===== src/rtl/rsr_pkg.sv =====
// running statistics reservoir: shared constants, types and state codes
// no dependencies
`default_nettype none
package rsr_pkg;
  localparam int RES_DEPTH = 128;
  localparam int SLOT_BITS = 7;
  localparam int COUNT_BITS = 24;
  localparam int SAMPLE_BITS = 16;
  localparam logic [7:0] DEFAULT_RES_SIZE = 8'd100;

  localparam logic [1:0] FUNC_ADD = 2'd0;
  localparam logic [1:0] FUNC_QUERY = 2'd1;
  localparam logic [1:0] FUNC_CLEAR = 2'd2;
  // unused code, behaves as a query
  localparam logic [1:0] FUNC_SPARE = 2'd3;

  typedef struct packed {
    logic [1:0]  func;
    logic signed [15:0] sample;
    logic [31:0] rand_fraction;
    logic [6:0]  read_slot;
  } in_item_t;

  typedef struct packed {
    logic [23:0] count;
    logic signed [31:0] mean;
    logic [46:0] variance;
    logic signed [15:0] min_value;
    logic signed [15:0] max_value;
    logic        mean_valid;
    logic        variance_valid;
    logic        count_full;
    logic signed [15:0] slot_value;
    logic        slot_valid;
    logic        sample_kept;
    logic [6:0]  kept_slot;
  } out_item_t;

  typedef enum logic [3:0] {
    ST_IDLE, ST_MDIV, ST_MUPD, ST_MUL, ST_ACC, ST_RND, ST_VDIV, ST_VFIN, ST_RD, ST_OUT
  } state_t;
endpackage
`default_nettype wire


===== src/rtl/rsr_stream_if.sv =====
// valid/ready channel carrying one payload type
// depends on rsr_pkg for payload types
`default_nettype none
interface rsr_in_if;
  logic valid;
  logic ready;
  rsr_pkg::in_item_t data;
  modport source (output valid, output data, input ready);
  modport sink (input valid, input data, output ready);
endinterface

interface rsr_out_if;
  logic valid;
  logic ready;
  rsr_pkg::out_item_t data;
  modport source (output valid, output data, input ready);
  modport sink (input valid, input data, output ready);
endinterface

interface rsr_cfg_if;
  logic valid;
  logic ready;
  logic [7:0] data;
  modport source (output valid, output data, input ready);
  modport sink (input valid, input data, output ready);
endinterface
`default_nettype wire


===== src/rtl/rsr_sdiv.sv =====
// bit-serial restoring divider, one quotient bit per cycle, 64/64 unsigned
// depends on nothing else
`default_nettype none
module rsr_sdiv (
  input  wire logic        clk,
  input  wire logic        rst_n,
  input  wire logic        start,
  input  wire logic [63:0] dividend,
  input  wire logic [63:0] divisor,
  output logic             busy,
  output logic [63:0]      quotient,
  output logic [63:0]      remainder
);
  logic [63:0] q_r, q_nxt, rem_r, rem_nxt, d_r;
  logic [6:0]  cnt_r, cnt_nxt;
  logic [65:0] trial;

  always_comb begin
    trial = {1'b0, rem_r, q_r[63]} - {2'b0, d_r};
    q_nxt = q_r;
    rem_nxt = rem_r;
    cnt_nxt = cnt_r;
    if (start) begin
      q_nxt = dividend;
      rem_nxt = '0;
      cnt_nxt = 7'd64;
    end else if (cnt_r != '0) begin
      cnt_nxt = cnt_r - 7'd1;
      if (!trial[65]) begin
        rem_nxt = trial[63:0];
        q_nxt = {q_r[62:0], 1'b1};
      end else begin
        rem_nxt = {rem_r[62:0], q_r[63]};
        q_nxt = {q_r[62:0], 1'b0};
      end
    end
  end

  always_ff @(posedge clk) begin
    if (!rst_n) begin
      cnt_r <= '0;
    end else begin
      cnt_r <= cnt_nxt;
    end
    q_r <= q_nxt;
    rem_r <= rem_nxt;
    if (start) d_r <= divisor;
  end

  assign busy = (cnt_r != '0);
  assign quotient = q_r;
  assign remainder = rem_r;
endmodule
`default_nettype wire


===== src/rtl/rsr_smul.sv =====
// shift-add multiplier, 32x32 unsigned, one multiplier bit per cycle
// depends on nothing else
`default_nettype none
module rsr_smul (
  input  wire logic        clk,
  input  wire logic        rst_n,
  input  wire logic        start,
  input  wire logic [31:0] a,
  input  wire logic [31:0] b,
  output logic             busy,
  output logic [63:0]      product
);
  logic [63:0] acc_r, acc_nxt;
  logic [31:0] a_r, b_r, b_nxt;
  logic [5:0]  cnt_r, cnt_nxt;
  logic [32:0] top;

  always_comb begin
    top = {1'b0, acc_r[63:32]} + (b_r[0] ? {1'b0, a_r} : 33'd0);
    acc_nxt = acc_r;
    b_nxt = b_r;
    cnt_nxt = cnt_r;
    if (start) begin
      acc_nxt = '0;
      b_nxt = b;
      cnt_nxt = 6'd32;
    end else if (cnt_r != '0) begin
      acc_nxt = {top, acc_r[31:1]};
      b_nxt = {1'b0, b_r[31:1]};
      cnt_nxt = cnt_r - 6'd1;
    end
  end

  always_ff @(posedge clk) begin
    if (!rst_n) begin
      cnt_r <= '0;
    end else begin
      cnt_r <= cnt_nxt;
    end
    acc_r <= acc_nxt;
    b_r <= b_nxt;
    if (start) a_r <= a;
  end

  assign busy = (cnt_r != '0);
  assign product = acc_r;
endmodule
`default_nettype wire


===== src/rtl/running_stats_reservoir.sv =====
// running statistics with reservoir sampling, top level; depends on rsr_pkg,
// rsr_stream_if, rsr_sdiv and rsr_smul
// an add beat runs three serial divides and two serial multiplies; a query, clear or
// ignored add runs two serial divides, and either runs one divide fewer when variance
// saturates; one item at a time, next input beat the cycle after the result beat
// reset clears count, mean, m2, extremes and fill count; reservoir size back to 100
`default_nettype none
module running_stats_reservoir (
  input  wire logic  clk,
  input  wire logic  rst_n,
  rsr_in_if.sink     in_ch,
  rsr_out_if.source  out_ch,
  rsr_cfg_if.sink    cfg_ch
);
  rsr_pkg::state_t st_r, st_nxt;
  rsr_pkg::in_item_t item_r;
  rsr_pkg::out_item_t res_r;
  logic out_valid_r;

  logic [7:0]  size_r;
  logic [23:0] cnt_r;
  logic signed [31:0] mean_r;
  logic [63:0] m2_r;
  logic signed [15:0] min_r, max_r;
  logic [7:0]  filled_r;
  logic signed [15:0] mem [rsr_pkg::RES_DEPTH];
  logic signed [15:0] rd_r;

  logic signed [48:0] delta_r;
  logic full_r, kept_r;
  logic [6:0] kslot_r;
  logic [46:0] var_r;
  logic [63:0] scratch_r;

  logic div_start, div_busy;
  logic mul_start, mul_busy;
  logic [63:0] dvd, dvs, quo, rem, prod;
  logic [31:0] ma, mb;
  logic phase_r;

  rsr_sdiv u_div (.clk, .rst_n, .start(div_start), .dividend(dvd), .divisor(dvs),
    .busy(div_busy), .quotient(quo), .remainder(rem));
  rsr_smul u_mul (.clk, .rst_n, .start(mul_start), .a(ma), .b(mb),
    .busy(mul_busy), .product(prod));

  logic [7:0] eff;
  assign eff = (size_r > 8'(rsr_pkg::RES_DEPTH)) ? 8'(rsr_pkg::RES_DEPTH) : size_r;

  logic [23:0] cnt_inc;
  assign cnt_inc = cnt_r + 24'd1;

  logic signed [48:0] xq, nm49, delta2;
  logic [48:0] abs_d, abs_d2, mag_q;
  logic signed [48:0] qsig;
  logic signed [31:0] nm;
  assign xq = 49'(signed'(item_r.sample)) <<< 16;
  assign abs_d = delta_r[48] ? 49'(-delta_r) : 49'(delta_r);
  assign mag_q = quo[48:0];
  assign qsig = delta_r[48] ? -signed'(mag_q) : signed'(mag_q);
  assign nm49 = 49'(mean_r) + qsig;
  assign nm = (nm49 > 49'sd2147483647) ? 32'sh7fffffff :
              (nm49 < -49'sd2147483648) ? 32'sh80000000 : nm49[31:0];
  assign delta2 = xq - 49'(mean_r);
  assign abs_d2 = delta2[48] ? 49'(-delta2) : 49'(delta2);

  // both magnitudes stay below 2^32, so the full product fits 64 bits
  logic [64:0] m2_sum;
  assign m2_sum = {1'b0, m2_r} + {25'd0, prod[63:24]};

  always_comb begin
    st_nxt = st_r;
    case (st_r)
      rsr_pkg::ST_IDLE: if (in_ch.valid && !out_valid_r) begin
        if (in_ch.data.func == rsr_pkg::FUNC_ADD && cnt_r != 24'hffffff)
          st_nxt = rsr_pkg::ST_MDIV;
        else st_nxt = rsr_pkg::ST_VDIV;
      end
      rsr_pkg::ST_MDIV: if (phase_r && !div_busy) st_nxt = rsr_pkg::ST_MUPD;
      rsr_pkg::ST_MUPD: st_nxt = rsr_pkg::ST_MUL;
      rsr_pkg::ST_MUL:  if (phase_r && !mul_busy) st_nxt = rsr_pkg::ST_ACC;
      rsr_pkg::ST_ACC:  st_nxt = rsr_pkg::ST_RND;
      rsr_pkg::ST_RND:  if (phase_r && !mul_busy) st_nxt = rsr_pkg::ST_VDIV;
      rsr_pkg::ST_VDIV: if (phase_r && !div_busy) begin
        // saturated quotient needs no fraction pass
        if (quo >= 64'h80_0000_0000) st_nxt = rsr_pkg::ST_RD;
        else st_nxt = rsr_pkg::ST_VFIN;
      end
      rsr_pkg::ST_VFIN: if (phase_r && !div_busy) st_nxt = rsr_pkg::ST_RD;
      rsr_pkg::ST_RD:   st_nxt = rsr_pkg::ST_OUT;
      rsr_pkg::ST_OUT:  st_nxt = rsr_pkg::ST_IDLE;
      default: st_nxt = rsr_pkg::ST_IDLE;
    endcase
  end

  // operand selection for the shared serial units
  always_comb begin
    div_start = 1'b0;
    mul_start = 1'b0;
    dvd = '0;
    dvs = 64'd1;
    ma = '0;
    mb = '0;
    case (st_r)
      rsr_pkg::ST_MDIV: begin
        div_start = !phase_r;
        dvd = 64'(abs_d);
        dvs = 64'(cnt_r);
      end
      rsr_pkg::ST_MUL: begin
        mul_start = !phase_r;
        ma = abs_d[31:0];
        mb = abs_d2[31:0];
      end
      rsr_pkg::ST_RND: begin
        mul_start = !phase_r;
        ma = item_r.rand_fraction;
        mb = 32'(cnt_r);
      end
      rsr_pkg::ST_VDIV: begin
        div_start = !phase_r;
        dvd = m2_r;
        dvs = 64'(cnt_r - 24'd1);
      end
      rsr_pkg::ST_VFIN: begin
        div_start = !phase_r;
        dvd = {scratch_r[55:0], 8'd0};
        dvs = 64'(cnt_r - 24'd1);
      end
      default: ;
    endcase
  end

  assign in_ch.ready = (st_r == rsr_pkg::ST_IDLE) && !out_valid_r;
  assign cfg_ch.ready = 1'b1;
  assign out_ch.valid = out_valid_r;
  assign out_ch.data = res_r;

  always_ff @(posedge clk) begin
    if (!rst_n) begin
      st_r <= rsr_pkg::ST_IDLE;
      phase_r <= 1'b0;
      out_valid_r <= 1'b0;
      size_r <= rsr_pkg::DEFAULT_RES_SIZE;
      cnt_r <= '0;
      mean_r <= '0;
      m2_r <= '0;
      min_r <= 16'sh7fff;
      max_r <= 16'sh8000;
      filled_r <= '0;
    end else begin
      st_r <= st_nxt;
      phase_r <= (st_nxt == st_r) && (st_r != rsr_pkg::ST_IDLE);
      if (cfg_ch.valid) size_r <= cfg_ch.data;
      if (out_valid_r && out_ch.ready) out_valid_r <= 1'b0;
      case (st_r)
        rsr_pkg::ST_IDLE: if (in_ch.valid && !out_valid_r) begin
          item_r <= in_ch.data;
          full_r <= 1'b0;
          kept_r <= 1'b0;
          kslot_r <= '0;
          if (in_ch.data.func == rsr_pkg::FUNC_CLEAR) begin
            cnt_r <= '0;
            mean_r <= '0;
            m2_r <= '0;
            min_r <= 16'sh7fff;
            max_r <= 16'sh8000;
            filled_r <= '0;
          end else if (in_ch.data.func == rsr_pkg::FUNC_ADD) begin
            if (cnt_r == 24'hffffff) begin
              full_r <= 1'b1;
            end else begin
              cnt_r <= cnt_inc;
              delta_r <= (49'(signed'(in_ch.data.sample)) <<< 16) - 49'(mean_r);
            end
          end
        end
        rsr_pkg::ST_MUPD: begin
          mean_r <= nm;
          if (item_r.sample < min_r) min_r <= item_r.sample;
          if (item_r.sample > max_r) max_r <= item_r.sample;
        end
        rsr_pkg::ST_ACC: begin
          m2_r <= m2_sum[64] ? '1 : m2_sum[63:0];
        end
        rsr_pkg::ST_RND: if (phase_r && !mul_busy) begin
          if (filled_r < eff) begin
            kept_r <= 1'b1;
            kslot_r <= filled_r[6:0];
            mem[filled_r[6:0]] <= item_r.sample;
            filled_r <= filled_r + 8'd1;
          end else if (prod[63:32] < 32'(eff)) begin
            kept_r <= 1'b1;
            kslot_r <= prod[38:32];
            mem[prod[38:32]] <= item_r.sample;
          end
        end
        rsr_pkg::ST_VDIV: if (phase_r && !div_busy) begin
          scratch_r <= rem;
          var_r <= (quo >= 64'h80_0000_0000) ? '1 : 47'({quo[38:0], 8'd0});
        end
        rsr_pkg::ST_VFIN: if (phase_r && !div_busy) begin
          var_r <= var_r + quo[46:0];
        end
        rsr_pkg::ST_RD: begin
          rd_r <= mem[item_r.read_slot];
        end
        rsr_pkg::ST_OUT: begin
          out_valid_r <= 1'b1;
          res_r.count <= cnt_r;
          res_r.mean <= (cnt_r == '0) ? 32'sd0 : mean_r;
          res_r.variance <= (cnt_r < 24'd2) ? '0 : var_r;
          res_r.min_value <= min_r;
          res_r.max_value <= max_r;
          res_r.mean_valid <= (cnt_r != '0);
          res_r.variance_valid <= (cnt_r >= 24'd2);
          res_r.count_full <= full_r;
          res_r.slot_valid <= ({1'b0, item_r.read_slot} < filled_r);
          res_r.slot_value <= ({1'b0, item_r.read_slot} < filled_r) ? rd_r : 16'sd0;
          res_r.sample_kept <= kept_r;
          res_r.kept_slot <= kslot_r;
        end
        default: ;
      endcase
    end
  end
endmodule
`default_nettype wire


===== src/flat_wrapper.sv =====
// flat-port wrapper written by rule: the top's interface ports become plain ports
module running_stats_reservoir_flat 
  (clk, rst_n, in_ch_valid, in_ch_data, in_ch_ready, out_ch_valid, out_ch_data, out_ch_ready, cfg_ch_valid, cfg_ch_data, cfg_ch_ready);
  rsr_in_if in_ch_i ();
  rsr_out_if out_ch_i ();
  rsr_cfg_if cfg_ch_i ();
  input  wire logic clk;
  input  wire logic rst_n;
  input wire logic [$bits(in_ch_i.valid)-1:0] in_ch_valid;
  input wire logic [$bits(in_ch_i.data)-1:0] in_ch_data;
  output wire logic [$bits(in_ch_i.ready)-1:0] in_ch_ready;
  output wire logic [$bits(out_ch_i.valid)-1:0] out_ch_valid;
  output wire logic [$bits(out_ch_i.data)-1:0] out_ch_data;
  input wire logic [$bits(out_ch_i.ready)-1:0] out_ch_ready;
  input wire logic [$bits(cfg_ch_i.valid)-1:0] cfg_ch_valid;
  input wire logic [$bits(cfg_ch_i.data)-1:0] cfg_ch_data;
  output wire logic [$bits(cfg_ch_i.ready)-1:0] cfg_ch_ready;
  assign in_ch_i.valid = in_ch_valid;
  assign in_ch_i.data = in_ch_data;
  assign in_ch_ready = in_ch_i.ready;
  assign out_ch_valid = out_ch_i.valid;
  assign out_ch_data = out_ch_i.data;
  assign out_ch_i.ready = out_ch_ready;
  assign cfg_ch_i.valid = cfg_ch_valid;
  assign cfg_ch_i.data = cfg_ch_data;
  assign cfg_ch_ready = cfg_ch_i.ready;
  running_stats_reservoir u_core (.clk(clk), .rst_n(rst_n), .in_ch(in_ch_i), .out_ch(out_ch_i), .cfg_ch(cfg_ch_i));
endmodule

===== config.mk =====
export PLATFORM = sky130hd
export DESIGN_NAME = running_stats_reservoir_flat
export DESIGN_NICKNAME = d
export VERILOG_FILES = /design/src/rtl/rsr_pkg.sv /design/src/rtl/rsr_stream_if.sv /design/src/rtl/rsr_sdiv.sv /design/src/rtl/rsr_smul.sv /design/src/rtl/running_stats_reservoir.sv /design/src/flat_wrapper.sv
export SDC_FILE = /design/constraint.sdc
export NUM_CORES = 2
export LEC_CHECK = 0
export BUFFER_PORTS_ARGS = -buffer_cell sky130_fd_sc_hd__buf_2
export CAP_MARGIN = 20
export CORE_ASPECT_RATIO = 0.7
export CORE_UTILIZATION = 31
export CTS_CLUSTER_DIAMETER = 30
export DETAILED_ROUTE_END_ITERATION = 7
export MAX_ROUTING_LAYER = met4
export PLACE_DENSITY = 0.45
export SYNTH_ARGS = -nofsm -noshare
export SYNTH_HDL_FRONTEND = slang
export SYNTH_SLANG_ARGS = --single-unit

===== constraint.sdc =====
create_clock -name clk -period 10.4 [get_ports clk]
set_input_delay 1.04 -clock clk [delete_from_list [all_inputs] [get_ports clk]]
set_output_delay 1.04 -clock clk [all_outputs]
set_load 0.005 [all_outputs]

==> reports/metrics.cfg <==
[critical_path]
startpoint_type = flop
crit_arrival_ns = 8.09
path_max_fanout = 31
path_class = flop to flop
cp_top_family = simple AND/OR/NAND/NOR gates
cp.required_ns = 11.34
cp_slowest_cell = nor4_1
end_kind = flop
crit_path_max_incr_delay_ns = 0.86
crit_chain = nor4_1 -> nor4b_4 -> nand2_1 -> or3_1 -> nand2b_1 -> nand2b_1 -> or2_2 -> o31ai_1 -> xnor2_1 -> ha_1 -> and3_1 -> nand2_1 -> nor4_1 -> o311ai_0 -> nand3_1 -> xor2_1 -> nor4b_1 -> nand4_1 -> nor4_4 -> buf_4 -> a32oi_1 -> o21ai_1
critPathBufInv = 1

[routing]
m1WireLength_mm = 227
vias = 83818
ant_nets = 0
routed_wl_mm = 446
wl_met3_mm = 33.1
vias_per_cell = 5.45
drt_iter0_drc = 9417
drc = 0
firstDrtPassIters = 7
wl_met2_mm = 177
maxUsedRoutingLayer = met4
drt-wirelength-per-cell_microns = 29.0

[clock_network]
clk_latency_ns = 1.06
cts_setup_buffers = 0
path_clk_slew_ns = 0.05
clk_root_buffer_cell = clkbuf_16
cts_tree = done
cts_resized = 0
cts_hold_buf = 0
h-tree-depth = 6
cts_sinks = 2871
clockBufferDepth = 4
cts_buffers = 554

[pwr]
p_leak_nw = 54.1
ir_drop_mv = 0.221
power_density_nw_per_um2 = 298

[synthesis]
synthFlopType = edfxtp_1
synth_fp_nets = 9144
syn-cell-area_sq_um = 130000
synth_area_leaders = edfxtp_1 60%, mux4_2 12%, dfxtp_1 4.5%
synth_top_cells_by_count = 2,580 x edfxtp_1, 672 x mux4_2, 546 x a21oi_1, 538 x nand2_1, 480 x nor2_1
yosys_warnings = 0
ys_seq_elements = 2871
synthCells = 8745
async_flop_share_pct = 0
yosysTopAreaCellShare_pct = 59.6
synthMostInstantiatedCell = edfxtp_1
synth_top_area_cell = edfxtp_1
yosysSeqAreaShare_pct = 64.1
syn_area_per_cell_sq_um = 14.9
synth_cell_types = 103
synth_edf_count = 2580

[sta]
setup_ws_ns = 3.25
grt_setup_unrepaired = false
fin_crit_ns = 7.15
fmax_mhz = 140
tightest_slew_ns = 1.48
fin_crit_sh_pct = 68.7
hold_violations = 0
relSlewSlack_pct = 1.31
slew_viol_final = 0
skew_ns = 0.0685
fin_hold_ws_ns = 0.176
final-setup-viol-count = 0
fin_setup_tns_ns = 0

[die]
die_w_microns = 776
dieArea_sq_um = 422000
rows = 198
core_sq_um = 416000
die_y_microns = 544
start_util_pct = 31.2
io_pins = 236

[grt]
grt_max_degree = 125
grtUsageTotal_pct = 21.2
grt_overflow = 0
antenna_found_initial = 59
grt_pass1_vias = 81124
grt_pass1_wl_mm = 626

[placement]
dpl.hpwl_mm = 296
gp_congestion = 0.908
portBuffers = 234
place_ws_ns = 3.20

[layout]
area_growth_pct = 22.3
nFillCells = 38585
register_area_sq_um = 83300
nets = 9705
drive_above_1_share_pct = 24.2
final_util_pct = 38.2
multi_input_area_sq_um = 44900

[job]
cap_violations = 0

[status]
outcome = complete, no violations

[min_path]
hp-class = input port to flop

==> flip-flops by register name, summed over array words and instances, names as in the netlist, 33 cells and up <==
register,count
u_core.delta_r,33
u_core.out_ch.data,163
u_core.u_div.remainder,64
u_core.item_r,55
u_core.var_r,47
u_core.mem,2048
u_core.u_mul.product,40
u_core.scratch_r,56
u_core.m2_r,64
u_core.u_div.quotient,64
==> final timing paths <==
check | start | endpoint | slack (ns) | cells after the start
worst max-delay path | u_core.u_div.quotient[8] | u_core.mean_r[12] | 3.25 | 22
worst min-delay path | in_ch_data[20] | u_core.item_r[20] | 0.18 | 1
worst max register to register | u_core.u_div.quotient[8] | u_core.mean_r[12] | 3.25 | 22
worst min register to register | u_core.kslot_r[0] | u_core.out_ch.data[0] | 0.41 | 0
==> layout make-up <==
| type | count | share of cell area [%] |
|---|---|---|
| Sequential cell | 2871 | 52.4 |
| Antenna cell | 17 | 0.0268 |
| Multi-Input combinational cell | 5157 | 28.3 |
| Timing Repair Buffer | 526 | 2.30 |
| Tap cell | 5600 | 4.41 |
| Clock buffer | 631 | 9.04 |
| Inverter | 196 | 0.465 |
| Clock inverter | 384 | 3.10 |
==> stage by stage <==
stage	instance area (sq um)	cells	total power, W
6_report	159000	15382	0.0474
5_1_grt	159000	15371	0.0494
4_1_cts	159000	15359	0.0474
3_5_place_dp	140000	14344	0.0289
3_3_place_gp	139000	14341	0.0288
2_1_floorplan	130000	8745	0.0238
==> worst register-to-register path, stage by stage (launching register included) <==
cell and delay, ns:
edfxtp_1 0.50, nor4_1 0.86, nor4b_4 0.46, nand2_1 0.17, or3_1 0.45, nand2b_1 0.23, nand2b_1 0.21, or2_2 0.30
o31ai_1 0.26, xnor2_1 0.12, ha_1 0.43, and3_1 0.42, nand2_1 0.27, nor4_1 0.26, o311ai_0 0.18, nand3_1 0.15
xor2_1 0.22, nor4b_1 0.35, nand4_1 0.22, nor4_4 0.21, buf_4 0.42, a32oi_1 0.22, o21ai_1 0.15
==> cell usage in the layout, fill, tap and decap left out, types with 41 or more instances in the layout <==
| master | synthesis | final |
|---|---|---|
| and3_1 | 45 | 44 |
| a21o_1 | 152 | 151 |
| clkbuf_16 | 0 | 563 |
| buf_2 | 11 | 236 |
| nor3_1 | 264 | 155 |
| nand2b_1 | 53 | 53 |
| o21bai_1 | 41 | 41 |
| a31oi_1 | 53 | 47 |
| o21ai_0 | 336 | 335 |
| nand4_1 | 65 | 65 |
| nor3_2 | 2 | 99 |
| edfxtp_1 | 2580 | 2580 |
| buf_4 | 1 | 266 |
| or2_2 | 47 | 46 |
| nor4_1 | 72 | 54 |
| clkinv_2 | 0 | 70 |
| a311oi_1 | 63 | 63 |
| dfxtp_1 | 291 | 290 |
| mux2i_1 | 54 | 53 |
| inv_1 | 191 | 189 |
| or3_1 | 42 | 42 |
| and2_1 | 92 | 90 |
| mux4_2 | 672 | 672 |
| a21oi_1 | 546 | 544 |
| clkinv_1 | 2 | 58 |
| xnor2_1 | 212 | 212 |
| o21a_1 | 53 | 53 |
| clkbuf_1 | 428 | 65 |
| xor2_1 | 163 | 162 |
| inv_6 | 0 | 41 |
| nor2_1 | 480 | 472 |
| o31ai_1 | 53 | 52 |
| clkinvlp_4 | 0 | 55 |
| ha_1 | 324 | 324 |
| bufinv_16 | 0 | 72 |
| nand2_1 | 538 | 536 |
| o211ai_1 | 43 | 43 |
| nor2b_1 | 109 | 109 |
| nand3_1 | 123 | 122 |
==> logic make-up (layout without fill, tap and decap cells) <==
group | count (synthesis) | count (layout) | synth area share, %
mux | 748 | 748 | 12.3
flops | 2871 | 2871 | 64.1
xor+xnor | 375 | 375 | 2.53
compound gates | 1696 | 1696 | 8.32
other cells | 1 | 18 | 0.00289
buf+inv | 717 | 1737 | 2.10
fa+ha+maj | 329 | 329 | 3.20
simple gates | 2008 | 2008 | 7.50
==> power breakdown <==
group / total [W] / internal, W / switching [W]
registers: 0.0148 / 0.0138 / 0.00101
clock network: 0.0184 / 0.0119 / 0.00648
logic: 0.0142 / 0.00484 / 0.00936
total: 0.0474 / 0.0305 / 0.0169
==> layer usage <==
| metal | GRT usage (%) | vias up |
|---|---|---|
| met5 | - | - |
| met3 | 3.58 | 588 |
| met2 | 27.5 | 3404 |
| met4 | 4.76 | 0 |
| met1 | 33.9 | 43939 |
| li1 | - | 35887 |
Note: power is estimated with default switching activity, not from simulation.
